### config.mk
export PLATFORM = sky130hd
export DESIGN_NAME = cigar_to_aligned_blocks_unit
export DESIGN_NICKNAME = d
export VERILOG_FILES = /design/src/design/cta_pkg.sv /design/src/design/cta_parse.sv /design/src/design/cta_final.sv /design/src/design/cta_outq.sv /design/src/design/cigar_to_aligned_blocks_unit.sv
export SDC_FILE = /design/constraint.sdc
export NUM_CORES = 2
export LEC_CHECK = 0
export BUFFER_PORTS_ARGS = -buffer_cell sky130_fd_sc_hd__buf_2
export CAP_MARGIN = 20
export CORE_MARGIN = 3
export CORE_UTILIZATION = 40
export DETAILED_ROUTE_END_ITERATION = 16
export PLACE_DENSITY = 0.64
export REMOVE_ABC_BUFFERS = 1
export SETUP_SLACK_MARGIN = 0.4
export SLEW_MARGIN = 20
export SYNTH_ARGS = -nofsm -noshare
export SYNTH_HDL_FRONTEND = slang
export SYNTH_HIERARCHICAL = 1
export SYNTH_SLANG_ARGS = --single-unit
export TNS_END_PERCENT = 30
### constraint.sdc
create_clock -name clk -period 17 [get_ports clk]
set_clock_uncertainty 0.2 [all_clocks]
set_input_delay 3.4 -clock clk [delete_from_list [all_inputs] [get_ports clk]]
set_output_delay 3.4 -clock clk [all_outputs]
set_load 0.05 [all_outputs]
### src/design/cta_pkg.sv
`timescale 1ns / 1ps

package cta_pkg;

  // character codes
  localparam logic [7:0] CH_M     = 8'h4D;
  localparam logic [7:0] CH_D     = 8'h44;
  localparam logic [7:0] CH_I     = 8'h49;
  localparam logic [7:0] CH_SPACE = 8'h20;
  localparam logic [7:0] CH_ZERO  = 8'h30;
  localparam logic [7:0] CH_NINE  = 8'h39;

  // fixed field widths
  localparam int OUT_BITS  = 32;
  localparam int SPAN_BITS = 32;
  localparam int TDATA_BITS = 136;

  // reset values of the start and end registers
  localparam logic [31:0] CFG_COORD_RST = 32'd1;

  // output queue geometry
  localparam int Q_DEPTH = 4;
  localparam int Q_PTR_W = $clog2(Q_DEPTH);
  localparam int Q_CNT_W = $clog2(Q_DEPTH + 1);

  typedef enum logic [1:0] {
    OP_NONE = 2'd0,
    OP_M    = 2'd1,
    OP_D    = 2'd2,
    OP_I    = 2'd3
  } cta_op_t;

  typedef enum logic [1:0] {
    ST_OK     = 2'd0,
    ST_SYNTAX = 2'd1,
    ST_SPAN   = 2'd2,
    ST_OVF    = 2'd3
  } cta_st_t;

  typedef enum logic [1:0] {
    AT_NONE    = 2'd0,
    AT_DNA_DNA = 2'd1,
    AT_PEP_DNA = 2'd2,
    AT_DNA_PEP = 2'd3
  } cta_at_t;

  // spaced-form parser phases
  typedef enum logic [3:0] {
    PH_OP   = 4'b0001,
    PH_SP1  = 4'b0010,
    PH_CNT  = 4'b0100,
    PH_NEXT = 4'b1000
  } cta_ph_t;

  typedef enum logic [2:0] {
    REG_FORMAT_MODE   = 3'd0,
    REG_REF_START     = 3'd1,
    REG_REF_END       = 3'd2,
    REG_MATCH_START   = 3'd3,
    REG_REF_REVERSE   = 3'd4,
    REG_MATCH_REVERSE = 3'd5
  } cta_reg_t;

  typedef struct packed {
    logic        fmt;
    logic [31:0] ref_start;
    logic [31:0] ref_end;
    logic [31:0] match_start;
    logic        ref_rev;
    logic        match_rev;
  } cta_cfg_t;

  // cursor reload on a start register write
  typedef struct packed {
    logic        ld_ref;
    logic        ld_match;
    logic [31:0] data;
  } cta_ld_t;

  typedef struct packed {
    logic [OUT_BITS-1:0] ref_first;
    logic [OUT_BITS-1:0] ref_last;
    logic [OUT_BITS-1:0] match_first;
    logic [OUT_BITS-1:0] match_last;
  } cta_blk_t;

  // parse stage result
  typedef struct packed {
    logic                 blk_v;
    cta_blk_t             blk;
    logic                 st_v;
    cta_st_t              err;
    logic [SPAN_BITS-1:0] span;
  } cta_fin_t;

  // queue entry: an optional block and an optional status
  typedef struct packed {
    logic     blk_v;
    cta_blk_t blk;
    logic     st_v;
    cta_at_t  align_type;
    cta_st_t  status;
  } cta_rec_t;

  typedef struct packed {
    logic in_v;
    logic fin_v;
  } cta_occ_t;

  function automatic cta_op_t op_code(input logic [7:0] c);
    cta_op_t op;
    op = OP_NONE;
    if (c == CH_M) op = OP_M;
    else if (c == CH_D) op = OP_D;
    else if (c == CH_I) op = OP_I;
    return op;
  endfunction

endpackage

### src/design/cta_parse.sv
`timescale 1ns / 1ps

module cta_parse import cta_pkg::*; #(
  parameter int COORD_BITS = 32,
  parameter int COUNT_BITS = 24
) (
  input  logic     clk,
  input  logic     rst_n,
  input  logic     in_acc,
  input  logic [7:0] in_char,
  input  logic     in_last,
  input  cta_cfg_t cfg,
  input  cta_ld_t  ld,
  output cta_fin_t fin_o,
  output cta_occ_t occ_o
);

  localparam logic [COORD_BITS-1:0] START_CUR = COORD_BITS'(signed'(CFG_COORD_RST));

  // input register
  logic       in_v_r;
  logic [7:0] in_char_r;
  logic       in_last_r;

  // string state
  cta_ph_t                ph_r, ph_nxt;
  cta_op_t                pend_r, pend_nxt;
  logic [COUNT_BITS-1:0]  acc_r, acc_nxt;
  logic                   seen_r, seen_nxt;
  cta_st_t                err_r, err_nxt;
  logic [SPAN_BITS-1:0]   span_r, span_nxt;
  logic [COORD_BITS-1:0]  rcur_r, rcur_nxt;
  logic [COORD_BITS-1:0]  mcur_r, mcur_nxt;
  cta_fin_t               fin_r, fin_nxt;

  // decode
  logic                  is_dig;
  logic                  is_sp;
  cta_op_t               ch_op;
  logic [COUNT_BITS+3:0] acc_w;
  logic [COUNT_BITS+3:0] dig_w;
  logic                  dig_ovf;

  // op application
  logic                  go;
  cta_op_t               go_op;
  logic [COUNT_BITS-1:0] go_len;
  logic [COORD_BITS-1:0] len_c;
  logic [SPAN_BITS:0]    sum_w;
  logic [COORD_BITS-1:0] r_adv, r_end, m_adv, m_end;

  assign is_dig  = (in_char_r >= CH_ZERO) && (in_char_r <= CH_NINE);
  assign is_sp   = (in_char_r == CH_SPACE);
  assign ch_op   = op_code(in_char_r);
  assign acc_w   = (COUNT_BITS+4)'(acc_r);
  assign dig_w   = (acc_w << 3) + (acc_w << 1) + (COUNT_BITS+4)'(in_char_r[3:0]);
  assign dig_ovf = |dig_w[COUNT_BITS+3:COUNT_BITS];

  // cursor moves by the op length, block end is one step back
  assign len_c = COORD_BITS'(go_len);
  assign sum_w = {1'b0, span_r} + (SPAN_BITS+1)'(go_len);
  assign r_adv = cfg.ref_rev   ? rcur_r - len_c : rcur_r + len_c;
  assign r_end = cfg.ref_rev   ? rcur_r - len_c + COORD_BITS'(1)
                               : rcur_r + len_c - COORD_BITS'(1);
  assign m_adv = cfg.match_rev ? mcur_r - len_c : mcur_r + len_c;
  assign m_end = cfg.match_rev ? mcur_r - len_c + COORD_BITS'(1)
                               : mcur_r + len_c - COORD_BITS'(1);

  always_comb begin
    ph_nxt   = ph_r;
    pend_nxt = pend_r;
    acc_nxt  = acc_r;
    seen_nxt = seen_r;
    err_nxt  = err_r;
    span_nxt = span_r;
    rcur_nxt = rcur_r;
    mcur_nxt = mcur_r;
    go       = 1'b0;
    go_op    = OP_NONE;
    go_len   = '0;
    fin_nxt  = '0;

    if (in_v_r) begin
      // syntax step for this character
      if (err_r == ST_OK) begin
        if (cfg.fmt) begin
          if (is_dig) begin
            if (dig_ovf) begin
              err_nxt = ST_OVF;
            end else begin
              acc_nxt  = dig_w[COUNT_BITS-1:0];
              seen_nxt = 1'b1;
            end
          end else if (ch_op != OP_NONE) begin
            go       = 1'b1;
            go_op    = ch_op;
            go_len   = seen_r ? acc_r : COUNT_BITS'(1);
            acc_nxt  = '0;
            seen_nxt = 1'b0;
          end else begin
            err_nxt = ST_SYNTAX;
          end
        end else begin
          unique case (ph_r)
            PH_OP, PH_NEXT: begin
              if (ch_op != OP_NONE) begin
                pend_nxt = ch_op;
                ph_nxt   = PH_SP1;
              end else if (!(ph_r == PH_NEXT && is_sp)) begin
                err_nxt = ST_SYNTAX;
              end
            end
            PH_SP1: begin
              if (is_sp) ph_nxt = PH_CNT;
              else err_nxt = ST_SYNTAX;
            end
            PH_CNT: begin
              if (is_dig) begin
                if (dig_ovf) begin
                  err_nxt = ST_OVF;
                end else begin
                  acc_nxt  = dig_w[COUNT_BITS-1:0];
                  seen_nxt = 1'b1;
                end
              end else if (is_sp && seen_r) begin
                go       = 1'b1;
                go_op    = pend_r;
                go_len   = acc_r;
                pend_nxt = OP_NONE;
                acc_nxt  = '0;
                seen_nxt = 1'b0;
                ph_nxt   = PH_NEXT;
              end else if (!is_sp) begin
                err_nxt = ST_SYNTAX;
              end
            end
            default: ph_nxt = PH_OP;
          endcase
        end
      end

      // end of string: dangling op or count
      if (in_last_r && err_nxt == ST_OK) begin
        if (cfg.fmt) begin
          if (seen_nxt) err_nxt = ST_SYNTAX;
        end else if (ph_nxt == PH_SP1 || (ph_nxt == PH_CNT && !seen_nxt)) begin
          err_nxt = ST_SYNTAX;
        end else if (ph_nxt == PH_CNT) begin
          go     = 1'b1;
          go_op  = pend_nxt;
          go_len = acc_nxt;
        end
      end

      // apply one op, at most one per character
      if (go) begin
        if ((go_op == OP_M || go_op == OP_D) && sum_w[SPAN_BITS]) begin
          err_nxt = ST_OVF;
        end else begin
          if (go_op == OP_M || go_op == OP_D) span_nxt = sum_w[SPAN_BITS-1:0];
          if (go_op == OP_D) rcur_nxt = r_adv;
          if (go_op == OP_I) mcur_nxt = m_adv;
          if (go_op == OP_M) begin
            rcur_nxt                = r_adv;
            mcur_nxt                = m_adv;
            fin_nxt.blk_v           = 1'b1;
            fin_nxt.blk.ref_first   = OUT_BITS'(rcur_r);
            fin_nxt.blk.ref_last    = OUT_BITS'(r_end);
            fin_nxt.blk.match_first = OUT_BITS'(mcur_r);
            fin_nxt.blk.match_last  = OUT_BITS'(m_end);
          end
        end
      end

      // status item and string restart
      if (in_last_r) begin
        fin_nxt.st_v = 1'b1;
        fin_nxt.err  = err_nxt;
        fin_nxt.span = span_nxt;
        ph_nxt   = PH_OP;
        pend_nxt = OP_NONE;
        acc_nxt  = '0;
        seen_nxt = 1'b0;
        err_nxt  = ST_OK;
        span_nxt = '0;
        rcur_nxt = COORD_BITS'(signed'(cfg.ref_start));
        mcur_nxt = COORD_BITS'(signed'(cfg.match_start));
      end
    end

    // start register writes reload the cursors
    if (ld.ld_ref)   rcur_nxt = COORD_BITS'(signed'(ld.data));
    if (ld.ld_match) mcur_nxt = COORD_BITS'(signed'(ld.data));
  end

  // control and state registers
  always_ff @(posedge clk) begin
    if (!rst_n) begin
      in_v_r      <= 1'b0;
      ph_r        <= PH_OP;
      pend_r      <= OP_NONE;
      acc_r       <= '0;
      seen_r      <= 1'b0;
      err_r       <= ST_OK;
      span_r      <= '0;
      rcur_r      <= START_CUR;
      mcur_r      <= START_CUR;
      fin_r.blk_v <= 1'b0;
      fin_r.st_v  <= 1'b0;
    end else begin
      in_v_r <= in_acc;
      ph_r   <= ph_nxt;
      pend_r <= pend_nxt;
      acc_r  <= acc_nxt;
      seen_r <= seen_nxt;
      err_r  <= err_nxt;
      span_r <= span_nxt;
      rcur_r <= rcur_nxt;
      mcur_r <= mcur_nxt;
      fin_r  <= fin_nxt;
    end
  end

  // input payload
  always_ff @(posedge clk) begin
    if (in_acc) begin
      in_char_r <= in_char;
      in_last_r <= in_last;
    end
  end

  assign fin_o       = fin_r;
  assign occ_o.in_v  = in_v_r;
  assign occ_o.fin_v = fin_r.blk_v | fin_r.st_v;

  // a string end always leaves clean state behind
  a_end_clears: assert property (@(posedge clk) disable iff (!rst_n)
    (in_v_r && in_last_r) |=> (fin_r.st_v && err_r == ST_OK && span_r == '0))
    else $error("string end did not clear parse state");

  // once an error is latched no block may follow
  a_err_blocks: assert property (@(posedge clk) disable iff (!rst_n)
    (err_r != ST_OK) |=> !fin_r.blk_v)
    else $error("block produced after an error");

endmodule

### src/design/cta_final.sv
`timescale 1ns / 1ps

module cta_final import cta_pkg::*; (
  input  logic     clk,
  input  cta_cfg_t cfg,
  input  cta_fin_t fin,
  output logic     push,
  output cta_rec_t rec
);

  // reference span |end - start| + 1 and its x3 window, from config
  logic signed [32:0] s_w, e_w;
  logic        [32:0] diff_w;
  logic        [32:0] rl_r, rl_nxt;
  logic        [34:0] rl3_r, rl3_nxt;
  logic        [34:0] rl3p2_r, rl3p2_nxt;

  // span checks
  logic [33:0] span3;
  logic        eq_dd, eq_pd, eq_dp;

  assign s_w       = {cfg.ref_start[31], cfg.ref_start};
  assign e_w       = {cfg.ref_end[31], cfg.ref_end};
  assign diff_w    = (s_w < e_w) ? 33'(e_w - s_w) : 33'(s_w - e_w);
  assign rl_nxt    = diff_w + 33'd1;
  assign rl3_nxt   = (35'(rl_r) << 1) + 35'(rl_r);
  assign rl3p2_nxt = (35'(rl_r) << 1) + 35'(rl_r) + 35'd2;

  always_ff @(posedge clk) begin
    rl_r    <= rl_nxt;
    rl3_r   <= rl3_nxt;
    rl3p2_r <= rl3p2_nxt;
  end

  // span / 3 == rl is the same as 3*rl <= span <= 3*rl + 2
  assign span3 = (34'(fin.span) << 1) + 34'(fin.span);
  assign eq_dd = (33'(fin.span) == rl_r);
  assign eq_pd = (span3 == 34'(rl_r));
  assign eq_dp = (35'(fin.span) >= rl3_r) && (35'(fin.span) <= rl3p2_r);

  always_comb begin
    rec.blk_v      = fin.blk_v;
    rec.blk        = fin.blk;
    rec.st_v       = fin.st_v;
    rec.align_type = AT_NONE;
    rec.status     = fin.err;
    if (fin.err == ST_OK) begin
      priority if (eq_dd) rec.align_type = AT_DNA_DNA;
      else if (eq_pd)     rec.align_type = AT_PEP_DNA;
      else if (eq_dp)     rec.align_type = AT_DNA_PEP;
      else                rec.status     = ST_SPAN;
    end
  end

  assign push = fin.blk_v | fin.st_v;

endmodule

### src/design/cta_outq.sv
`timescale 1ns / 1ps

module cta_outq import cta_pkg::*; (
  input  logic                  clk,
  input  logic                  rst_n,
  input  logic                  push,
  input  cta_rec_t              rec,
  output logic [Q_CNT_W-1:0]    cnt,
  output logic                  out_tvalid,
  input  logic                  out_tready,
  output logic [TDATA_BITS-1:0] out_tdata,  // ref_first, ref_last, match_first,
                                            // match_last, align_type, status, pad
  output logic                  out_tuser,  // item_kind
  output logic                  out_tlast   // last_result
);

  cta_rec_t            q_r [Q_DEPTH];
  logic [Q_PTR_W-1:0]  wr_ptr_r, rd_ptr_r;
  logic [Q_CNT_W-1:0]  cnt_r, cnt_nxt;
  logic                half_r, half_nxt;

  cta_rec_t  head;
  logic      sel_st;
  logic      take;
  logic      pop;
  cta_blk_t  blk_o;
  cta_at_t   at_o;
  cta_st_t   st_o;

  // head entry gives its block first, then its status
  assign head   = q_r[rd_ptr_r];
  assign sel_st = !(head.blk_v && !half_r);
  assign take   = out_tvalid && out_tready;
  assign pop    = take && (sel_st || !head.st_v);

  assign blk_o = sel_st ? '0 : head.blk;
  assign at_o  = sel_st ? head.align_type : AT_NONE;
  assign st_o  = sel_st ? head.status : ST_OK;

  assign out_tvalid = (cnt_r != '0);
  assign out_tuser  = sel_st;
  assign out_tlast  = sel_st;
  assign out_tdata  = {4'b0, st_o, at_o, blk_o.match_last, blk_o.match_first,
                       blk_o.ref_last, blk_o.ref_first};

  always_comb begin
    cnt_nxt  = cnt_r + Q_CNT_W'(push) - Q_CNT_W'(pop);
    half_nxt = half_r;
    if (pop) half_nxt = 1'b0;
    else if (take) half_nxt = 1'b1;
  end

  always_ff @(posedge clk) begin
    if (!rst_n) begin
      wr_ptr_r <= '0;
      rd_ptr_r <= '0;
      cnt_r    <= '0;
      half_r   <= 1'b0;
    end else begin
      if (push) wr_ptr_r <= wr_ptr_r + Q_PTR_W'(1);
      if (pop)  rd_ptr_r <= rd_ptr_r + Q_PTR_W'(1);
      cnt_r  <= cnt_nxt;
      half_r <= half_nxt;
    end
  end

  // queue storage
  always_ff @(posedge clk) begin
    if (push) q_r[wr_ptr_r] <= rec;
  end

  assign cnt = cnt_r;

  a_no_overrun: assert property (@(posedge clk) disable iff (!rst_n)
    push |-> (cnt_r < Q_CNT_W'(Q_DEPTH)) || pop)
    else $error("output queue overrun");

  a_half_has_entry: assert property (@(posedge clk) disable iff (!rst_n)
    half_r |-> (cnt_r != '0) && head.blk_v && head.st_v)
    else $error("split entry state without a matching head entry");

endmodule

### src/design/cigar_to_aligned_blocks_unit.sv
`timescale 1ns / 1ps

// Alignment string to gapped alignment blocks.
// in_*  : one ASCII character per item, in_tlast on the final character.
// out_* : block items (tuser 0) with inclusive reference and match ends,
//         and one status item per string (tuser 1, tlast 1) carrying the
//         alignment type and status. Blocks of a string whose status is
//         not ok are to be dropped by the receiver.
// cfg_* : write-only registers, indexed 0 format_mode, 1 ref_start,
//         2 ref_end, 3 match_start, 4 ref_reverse, 5 match_reverse; write
//         only between strings. A start write also reloads its cursor.
// Throughput is one character per cycle while in_tready is high. A
// character goes through an input register, the parse stage and the
// combinational span check into the output queue that drives out_*.
// A character with both a block and a status gives the block item,
// then the status item. A 4-entry output queue sits in front of out_*;
// in_tready drops while the queue plus the characters in flight could
// fill it, so a stalled receiver backs up into the input without loss.
// Reset is synchronous: registers go to their defaults (format 0, starts
// and end 1, forward strands), the parser starts a new string and the
// queue is emptied.
module cigar_to_aligned_blocks_unit import cta_pkg::*; #(
  parameter int COORD_BITS = 32,
  parameter int COUNT_BITS = 24
) (
  input  logic                  clk,
  input  logic                  rst_n,
  input  logic                  in_tvalid,
  output logic                  in_tready,
  input  logic [7:0]            in_tdata,   // char_byte
  input  logic                  in_tlast,   // last_char
  output logic                  out_tvalid,
  input  logic                  out_tready,
  output logic [TDATA_BITS-1:0] out_tdata,  // ref_first, ref_last, match_first,
                                            // match_last, align_type, status, pad
  output logic                  out_tuser,  // item_kind
  output logic                  out_tlast,  // last_result
  input  logic                  cfg_wr_en,
  input  logic [2:0]            cfg_addr,
  input  logic [31:0]           cfg_wr_data
);

  cta_cfg_t            cfg_r;
  cta_ld_t             ld;
  cta_fin_t            fin;
  cta_occ_t            occ;
  cta_rec_t            rec;
  logic                push;
  logic [Q_CNT_W-1:0]  q_cnt;
  logic                in_acc;

  // configuration registers
  always_ff @(posedge clk) begin
    if (!rst_n) begin
      cfg_r.fmt         <= 1'b0;
      cfg_r.ref_start   <= CFG_COORD_RST;
      cfg_r.ref_end     <= CFG_COORD_RST;
      cfg_r.match_start <= CFG_COORD_RST;
      cfg_r.ref_rev     <= 1'b0;
      cfg_r.match_rev   <= 1'b0;
    end else if (cfg_wr_en) begin
      unique case (cfg_addr)
        REG_FORMAT_MODE:   cfg_r.fmt         <= cfg_wr_data[0];
        REG_REF_START:     cfg_r.ref_start   <= cfg_wr_data;
        REG_REF_END:       cfg_r.ref_end     <= cfg_wr_data;
        REG_MATCH_START:   cfg_r.match_start <= cfg_wr_data;
        REG_REF_REVERSE:   cfg_r.ref_rev     <= cfg_wr_data[0];
        REG_MATCH_REVERSE: cfg_r.match_rev   <= cfg_wr_data[0];
        default: ;
      endcase
    end
  end

  assign ld.ld_ref   = cfg_wr_en && (cfg_addr == REG_REF_START);
  assign ld.ld_match = cfg_wr_en && (cfg_addr == REG_MATCH_START);
  assign ld.data     = cfg_wr_data;

  // reserve a queue slot for every character in flight
  assign in_tready = ({1'b0, q_cnt} + (Q_CNT_W+1)'(occ.in_v) + (Q_CNT_W+1)'(occ.fin_v))
                     < (Q_CNT_W+1)'(Q_DEPTH);
  assign in_acc    = in_tvalid && in_tready;

  cta_parse #(
    .COORD_BITS (COORD_BITS),
    .COUNT_BITS (COUNT_BITS)
  ) u_parse (
    .clk     (clk),
    .rst_n   (rst_n),
    .in_acc  (in_acc),
    .in_char (in_tdata),
    .in_last (in_tlast),
    .cfg     (cfg_r),
    .ld      (ld),
    .fin_o   (fin),
    .occ_o   (occ)
  );

  cta_final u_final (
    .clk  (clk),
    .cfg  (cfg_r),
    .fin  (fin),
    .push (push),
    .rec  (rec)
  );

  cta_outq u_outq (
    .clk        (clk),
    .rst_n      (rst_n),
    .push       (push),
    .rec        (rec),
    .cnt        (q_cnt),
    .out_tvalid (out_tvalid),
    .out_tready (out_tready),
    .out_tdata  (out_tdata),
    .out_tuser  (out_tuser),
    .out_tlast  (out_tlast)
  );

endmodule
==> metrics.csv <==
metric,value,unit
wl_per_cell,23.0,um
drt_pass1_iterations,6,
crit_path_max_fanout,16,
synth-simple-area-share,16.0,%
hold_path.class,flop to flop,
die_h,411,um
power,8.99,mW
max_slew_margin,27.8,%
tightest_slew,1.08,ns
maxCapViolCount,0,
gr-total-overflow,0,
synth_ff_type,edfxtp_1,
async_flop_share,0,%
drive_gt1_share,10.2,%
fin_crit,10.10,ns
p_int,5.56,mW
dp_hpwl,147000,um
instances_no_fill,8675,
antenna_found_initial,16,
die-area,0.169,sq mm
tns,0,ns
setup_viol,0,
arrival,10.39,ns
worstSkewPairLatency,0.76,ns
clockBufferDepth,3,
synth_seq_cells,1050,
ys_top_cells_by_area,"edfxtp_1 (32%), dfxtp_1 (10%), ha_1 (7.3%), mux4_2 (4.6%), xnor2_1 (3.7%)",
cpMaxStageDelayCell,or4_1,
yosysSeqAreaShare,42.7,%
syn_to_final_growth,8.06,%
synth.distinct_cells,122,
drc,0,
gp_congestion,0.972,
netlist_area,0.0657,sq mm
cts.repair.resized,0,
vias,49933,
routed_wl,200000,um
cts_buffers,109,
synth.most_common_cell,edfxtp_1,
status,"complete, no violations",
clkPwrFrac,27.7,%
dp_cells,8455,
pwr-share-seq,34.9,%
yosysTopAreaCell,edfxtp_1,
sw_frac_of_total,38.1,%
yosys_warnings,6,
start_util,40.3,%
synth_top_family_by_area,simple AND/OR/NAND/NOR gates,
cp.required,17.29,ns
leakage,28.1,nW
finalCritPeriodShare,59.4,%
crit_type,flop to flop,
synth_xor_area_share,6.03,%
drt_iter0_markers,4811,
ant_nets,0,
switchingPower,3.43,mW
end_kind,flop,
fmax,0.0990,GHz
synthMuxAreaShare,7.06,%
grt_pass1_vias,48467,
io_buffer_count,184,
fill_cells,15432,
rsz0062_at_grt,false,
std_cell_rows,148,
ir_drop,0.0979,mV
final_util,43.6,%
yosys-top-cells-count,"edfxtp_1 (707), nand2_1 (553), nor2_1 (515)",
synth-compound-area-share,14.7,%
critPathTopFamily,compound AO/OA/AOI/OAI gates,
io_pins,189,
hold_viol,0,
holdBufCountCts,0,
die_w,411,um
synth-adder-area-share,7.66,%
grt_pass1_wl,302000,um
share_comb_of_total_power,37.4,%
avgSynthCellArea,10.1,sq um
synth_top_cell_area_share,32.3,%
maxSlewViolCount,0,
synth_edf_count,707,
cts_setup_buffers,0,
cts_root_buf,clkbuf_16,
cp-start-kind,flop,
clock_sinks,1050,
track_usage,23.0,%
fp.coreArea,0.163,sq mm
crit_buf_inv,2,
grt_max_degree,107,
path_clk_slew,0.06,ns
cts_max_level,3,
p_per_area,127,mW/mm^2
max_stage_delay,0.65,ns
drt-vias-per-instance,5.76,
syn_inst,6523,
nNetsFinal,6835,
place_area,0.0672,sq mm
cts_tree,yes,
fin_area,0.0710,sq mm
[kinds of logic (layout without fill, tap and decap cells)]
kind of cell	count (synthesis)	after routing
AO/OA/AOI/OAI	1455	1455
XOR/XNOR	452	452
adder cells (fa/ha/maj)	395	395
buffers and inverters	778	739
flip-flops	1050	1050
multiplexers	294	294
other	1	17
AND/OR/NAND/NOR	2098	2098
[metal layers]
layer	wire length [um]	GRT usage, %	share of wire (%)	up-vias
met5	61	0	0.031	-
met4	8850	9.93	4.4	10
met3	11600	2.92	5.8	347
met2	92900	37.4	47	1573
met1	86300	30.8	43	24466
li1	-	-	-	23537
[cell usage in the layout (no fill, tap or decap), types with 21 or more instances in the layout]
cell type	instances
nor3_1	132
clkbuf_16	113
ha_1	383
dfxtp_1	339
nand2_1	553
o21bai_1	30
a31oi_1	44
edfxtp_1	707
nand4_1	80
nor4_1	46
a211oi_1	111
xor2_1	174
or2_2	23
nand3_1	137
o211ai_1	85
a21oi_1	430
inv_1	290
mux2i_1	145
o31ai_1	34
o21ai_0	213
a22o_1	21
and3_1	186
nand2b_1	54
and4_1	25
or3_1	44
and2_1	110
a21o_1	152
nor2_1	515
clkbuf_1	22
nor2b_1	65
nor3b_1	22
buf_2	183
buf_4	52
a22oi_1	45
xnor2_1	277
mux4_2	133
o21a_1	55
[layout make-up]
cell class                 instances  area [sq um]  area share (%)
inverter                         296          1110            1.57
antenna                           13          32.5          0.0458
clock inverter                    66           807            1.14
timing repair buffer             236          1320            1.86
multi-input combinational       4698         33900            47.8
clock buffer                     141          2990            4.20
sequential                      1050         28100            39.6
tap                             2175          2720            3.83
[sequential cells by signal, indices dropped and copies added, names as in the netlist, named ones only]
| name | flops |
|---|---|
| u_parse/in_char_r | 8 |
| u_parse/rcur_r | 32 |
| u_outq/rd_ptr_r | 2 |
| u_parse/acc_r | 24 |
| u_outq/wr_ptr_r | 2 |
| u_final/rl3p2_r | 35 |
| u_outq/half_r | 1 |
| u_outq/q_r | 536 |
| u_parse/span_r | 32 |
| u_parse/in_v_r | 1 |
| u_parse/seen_r | 1 |
| u_final/rl_r | 33 |
| u_parse/pend_r | 2 |
| u_outq/cnt | 3 |
| u_parse/fin_o | 164 |
| u_parse/in_last_r | 1 |
| u_final/rl3_r | 34 |
| u_parse/mcur_r | 32 |
| u_parse/ph_r | 4 |
| u_parse/err_r | 2 |
| cfg_r | 99 |
[power groups by stage]
| stage | clock network (mW) | registers [mW] | logic [mW] |
|---|---|---|---|
| global placement | 0 | 3.18 | 3.30 |
| global route | 2.65 | 3.15 | 3.66 |
| CTS | 2.55 | 3.13 | 3.36 |
| detailed placement | 0 | 3.18 | 3.33 |
| floorplan | 0 | 3.15 | 2.52 |
| finish | 2.49 | 3.13 | 3.36 |
[stage by stage]
stage | setup slack, ns | hold WS [ns]
finish | 6.90 | 0.219
global route | 6.42 | 0.230
CTS | 7.13 | 0.222
detailed placement | 7.17 | 0.204
global placement | 7.39 | 0.205
floorplan | 4.89 | 0.166
[path summary, 6_finish.rpt]
kind | slack (ns) | end | depth (start not counted) | startpoint
setup / recovery | 6.90 | u_parse/fin_o[127]$_SDFFCE_PP0P_ | 29 | u_parse/in_char_r[3]$_DFFE_PP_
hold / removal | 0.22 | u_final/rl3p2_r[0]$_DFF_P_ | 0 | u_final/rl_r[0]$_DFF_P_
setup reg to reg | 6.90 | u_parse/fin_o[127]$_SDFFCE_PP0P_ | 29 | u_parse/in_char_r[3]$_DFFE_PP_
hold reg to reg | 0.22 | u_final/rl3p2_r[0]$_DFF_P_ | 0 | u_final/rl_r[0]$_DFF_P_
Power figures use the tool's default switching activity.
